$ cat src/rtl/core/mi3_pkg.sv
// Shared constants and types for the 3x3 matrix inverse unit.
`timescale 1ns / 1ps
`default_nettype none
package mi3_pkg;
    localparam int PORT_BITS     = 32;
    localparam int CFG_BITS      = 32;
    localparam int STATUS_BITS   = 2;
    localparam int WORD_BITS_DEF = 32;
    localparam int FRAC_BITS_DEF = 16;
    localparam int ELEMS         = 9;

    typedef enum logic [STATUS_BITS-1:0] {
        ST_OK       = 2'd0,
        ST_SINGULAR = 2'd1,
        ST_SAT      = 2'd2
    } status_t;

    typedef struct packed {
        logic ovf;
        logic neg;
    } lane_flags_t;

    // cofactor k = m[p]*m[q] - m[r]*m[s], in adjugate order
    localparam int COF_TERMS [ELEMS][4] = '{
        '{4, 8, 5, 7}, '{2, 7, 1, 8}, '{1, 5, 2, 4},
        '{5, 6, 3, 8}, '{0, 8, 2, 6}, '{2, 3, 0, 5},
        '{3, 7, 4, 6}, '{1, 6, 0, 7}, '{0, 4, 1, 3}
    };
endpackage
`default_nettype wire

$ cat src/rtl/core/mi3_merge.sv
// Merge stage: sign, saturation and status over the nine lanes.
`timescale 1ns / 1ps
`default_nettype none
module mi3_merge #(
    parameter int WORD_BITS = mi3_pkg::WORD_BITS_DEF,
    localparam int QB = WORD_BITS + 1
) (
    input  wire logic                 aclk,
    input  wire logic                 en,
    input  wire logic                 sing,
    input  wire logic [QB-1:0]        quo [mi3_pkg::ELEMS],
    input  wire mi3_pkg::lane_flags_t flags [mi3_pkg::ELEMS],
    output logic [mi3_pkg::PORT_BITS-1:0] res [mi3_pkg::ELEMS],
    output mi3_pkg::status_t          status
);
    localparam logic [QB-1:0] POS_MAX = {2'b00, {(WORD_BITS-1){1'b1}}};
    localparam logic [QB-1:0] NEG_MAG = {2'b01, {(WORD_BITS-1){1'b0}}};

    logic [mi3_pkg::PORT_BITS-1:0] res_next [mi3_pkg::ELEMS];
    logic [mi3_pkg::PORT_BITS-1:0] res_reg  [mi3_pkg::ELEMS];
    logic [mi3_pkg::ELEMS-1:0]     sat;
    mi3_pkg::status_t              status_next;
    mi3_pkg::status_t              status_reg;

    always_comb begin
        logic [QB-1:0] mag;
        logic [QB-1:0] val;
        for (int k = 0; k < mi3_pkg::ELEMS; k++) begin
            sat[k] = flags[k].ovf |
                     (flags[k].neg ? (quo[k] > NEG_MAG) : (quo[k] > POS_MAX));
            mag = sat[k] ? (flags[k].neg ? NEG_MAG : POS_MAX) : quo[k];
            val = flags[k].neg ? QB'(-mag) : mag;
            res_next[k] = sing ? '0 : mi3_pkg::PORT_BITS'(val[WORD_BITS-1:0]);
        end
        if (sing) begin
            status_next = mi3_pkg::ST_SINGULAR;
        end else if (|sat) begin
            status_next = mi3_pkg::ST_SAT;
        end else begin
            status_next = mi3_pkg::ST_OK;
        end
    end

    always_ff @(posedge aclk) begin
        if (en) begin
            res_reg    <= res_next;
            status_reg <= status_next;
        end
    end

    assign res    = res_reg;
    assign status = status_reg;
endmodule
`default_nettype wire

$ cat config.mk
export PLATFORM = sky130hd
export DESIGN_NAME = mi3_merge
export DESIGN_NICKNAME = d
export VERILOG_FILES = /design/src/rtl/core/mi3_pkg.sv /design/src/rtl/core/mi3_merge.sv
export SDC_FILE = /design/constraint.sdc
export NUM_CORES = 1
export LEC_CHECK = 0
export BUFFER_PORTS_ARGS = -buffer_cell sky130_fd_sc_hd__buf_2
export CORE_AREA = 4 4 234 236
export DETAILED_ROUTE_END_ITERATION = 6
export DIE_AREA = 0 0 238 240
export PLACE_DENSITY_LB_ADDON = 0.12
export SYNTH_ARGS = -nofsm -noshare
export SYNTH_HDL_FRONTEND = slang
export SYNTH_SLANG_ARGS = --single-unit
$ cat constraint.sdc
create_clock -name aclk -period 8.1 [get_ports aclk]
set_clock_uncertainty 0.15 [all_clocks]
set_input_delay 0.81 -clock aclk [delete_from_list [all_inputs] [get_ports aclk]]
set_output_delay 0.81 -clock aclk [all_outputs]
set_load 0.03 [all_outputs]
==> flow_metrics.env <==
export IMPL_synth_ff_latch_count=290
export IMPL_max_freq_mhz=177
export IMPL_final_setup_viol_count=0
export IMPL_rsz0062_at_grt="false"
export IMPL_ctsRootBufferMaster="clkbuf_16"
export IMPL_ys_seq_area_frac=0.410
export IMPL_cts_tree="done"
export IMPL_io_buffers=607
export IMPL_avgViaCountPerCell=6.25
export IMPL_yosysMostFrequentCell="nor2_1"
export IMPL_cpMaxStageDelayCell="nor4_1"
export IMPL_cts_buffer_depth=3
export IMPL_cp_cell_sequence="buf_2 > nor4_1 > or4b_4 > nor4_2 > a31oi_2 > buf_4 > o21ai_0 > ha_1 > nor3b_1 > nand2_1 > o21ai_0 > o21ai_1 > a211oi_1 > nand4b_1 > a2111oi_2"
export IMPL_postCtsResizedCells=0
export IMPL_finalSetupTns_ns=0
export IMPL_power_clock_fraction=0.353
export IMPL_arrival_ns=5.84
export IMPL_grt_remaining_overflow=0
export IMPL_fp_row_count=84
export IMPL_layout_area_overhead_vs_synth_pct=22.8
export IMPL_gp_congestion=0.966
export IMPL_ys_top_cells_by_area="edfxtp_1, nor2_1, o21ai_0"
export IMPL_cp_start_kind="primary input"
export IMPL_dp_slack_ns=1.98
export IMPL_yosysTopAreaCell="edfxtp_1"
export IMPL_synthFlopType="edfxtp_1"
export IMPL_worst_slew_margin_rel=0.356
export IMPL_syn_area_um2=21300
export IMPL_clkTransAtPathRegs_ns=0.06
export IMPL_async_flop_share=0
export IMPL_critPathMostFrequentCell="o21ai_0"
export IMPL_cts_hold_buf=0
export IMPL_post_cts_buffers=0
export IMPL_first_pass_iters=7
export IMPL_ant_nets=0
export IMPL_drv_cap=0
export IMPL_finalMaxSlewViolations=0
export IMPL_routed_via_count=23500
export IMPL_fin_ws_ns=2.46
export IMPL_power_total_w=0.00468
export IMPL_largest_register_ffs=288
export IMPL_netlist_instances=2502
export IMPL_period_minus_slack_ns=5.64
export IMPL_vdd_drop_max_v=0.000143
export IMPL_critPathRequiredTime_ns=8.30
export IMPL_wire_per_inst_um=23.8
export IMPL_fp_dieW_um=238
export IMPL_grt_usage=0.296
export IMPL_pwr_density_cell_nw_per_um2=179
export IMPL_p_leak_nw=9.58
export IMPL_dr_wl_met3_mm=8.89
export IMPL_worstMarginPinSlew_ns=0.957
export IMPL_wl_met2_mm=41.6
export IMPL_grt_pass1_wl_mm=133
export IMPL_crit_type="in2reg"
export IMPL_hold_viol=0
export IMPL_drive_gt1_frac=0.247
export IMPL_cts_sinks=290
export IMPL_comb_power_share=0.248
export IMPL_power_internal_w=0.00312
export IMPL_yosysWarnings=0
export IMPL_dp_hpwl_mm=66.7
export IMPL_crit_fanout=20
export IMPL_nNetsFinal=3349
export IMPL_dieArea_um2=57100
export IMPL_die_h_um=240
export IMPL_synth_edf_count=290
export IMPL_core_um2=52400
export IMPL_start_util=0.405
export IMPL_synth_top_cells_by_count="nor2_1, edfxtp_1, nand2_1"
export IMPL_power_share_sequential=0.399
export IMPL_wl_met1_mm=35.8
export IMPL_numCtsBuffers=38
export IMPL_grt_max_degree=118
export IMPL_drt_iter0_drc=2580
export IMPL_max_stage_delay_ns=0.61
export IMPL_status="finished, violations left"
export IMPL_route_detailed_drc=1
export IMPL_synth_avg_cell_area_um2=8.50
export IMPL_routed_wl_mm=89.6
export IMPL_io_pin_count=608
export IMPL_worst_setup_path_end_kind="flip-flop"
export IMPL_post_route_period_util=0.697
export IMPL_fill_cells=5095
export IMPL_p_sw_w=0.00156
export IMPL_violations="DRC"
export IMPL_swShare=0.334
export IMPL_synth_top_area_frac=0.410
export IMPL_synth_cell_types=90
export IMPL_htreeDepth=2
export IMPL_hp_class="in2reg"
export IMPL_highest_layer="met5"
export IMPL_syn_nets=2829
export IMPL_grt_pass1_vias=21700
export IMPL_antenna_found_initial=33
-- cell families after synthesis --
group,synth area share
flops,0.410
buf+inv,0.0345
compound gates,0.265
simple gates,0.260
xor+xnor,0.0115
mux,0.0142
fa+ha+maj,0.00530
-- final cells by class --
class	instances	area (um2)	share of cell area
inverters	28	105	0.00403
flip-flops and latches	290	8710	0.334
repair buffers	642	3330	0.128
diodes	26	65.1	0.00249
multi-input cells	2022	11800	0.454
clock buffers	47	1050	0.0402
clock inverters	17	134	0.00513
well taps	688	861	0.0330
-- power by group through the flow --
| stage | Combinational [W] | Sequential [W] | Clock, W |
|---|---|---|---|
| after floorplan | 0.000393 | 0.00216 | 0 |
| final | 0.00116 | 0.00187 | 0.00165 |
| after global routing | 0.00125 | 0.00188 | 0.00176 |
| after detailed placement | 0.00115 | 0.00190 | 0 |
| after global placement | 0.00114 | 0.00189 | 0 |
| after CTS | 0.00115 | 0.00187 | 0.00169 |
-- critical path: cells and delay by family --
kind	cells	cell delay, ns
AOI/OAI and AO/OA	6	1.89
buffers and inverters	2	0.46
and+or+nand+nor	6	2.35
adders and majority gates	1	0.31
-- cells in the final DEF, fill, tap and decap left out, drive strengths merged, types with 19 or more instances in the layout --
cell / instances
a211oi: 79
or4: 41
o211ai: 39
clkbuf: 48
nor2b: 24
buf: 641
nor4: 71
o31ai: 34
edfxtp: 290
o21ai: 215
nand2: 233
a21oi: 199
nor3: 128
a311oi: 28
nand3b: 19
nor3b: 20
nor2: 318
nand2b: 37
a31oi: 35
diode: 26
o311ai: 21
a221oi: 21
o21a: 21
or3: 49
inv: 27
o22a: 29
mux2i: 29
nand3: 83
-- worst paths after layout --
| check | depth (start not counted) | to | start | slack [ns] |
|---|---|---|---|---|
| max | 15 | res[92] | quo[75] | 2.46 |
| min | 2 | res[158] | quo[162] | 0.46 |
-- metal layers --
layer	global-route usage	vias to the layer above
li1	-	10900
met1	0.381	11300
met2	0.474	1174
met3	0.0905	178
met4	0.106	24
met5	0	-
-- through the flow --
step | util | hold WS (ns) | cells | cell area, um2
after floorplan | - | 0.759 | 2502 | 21300
after global placement | 0.474 | 1.02 | 3670 | 24800
after detailed placement | 0.474 | 1.01 | 3670 | 24800
after CTS | 0.496 | 0.430 | 3734 | 26000
after global routing | 0.497 | 0.446 | 3750 | 26100
final | 0.498 | 0.457 | 3760 | 26100
Note: power is estimated with default switching activity, not from simulation.
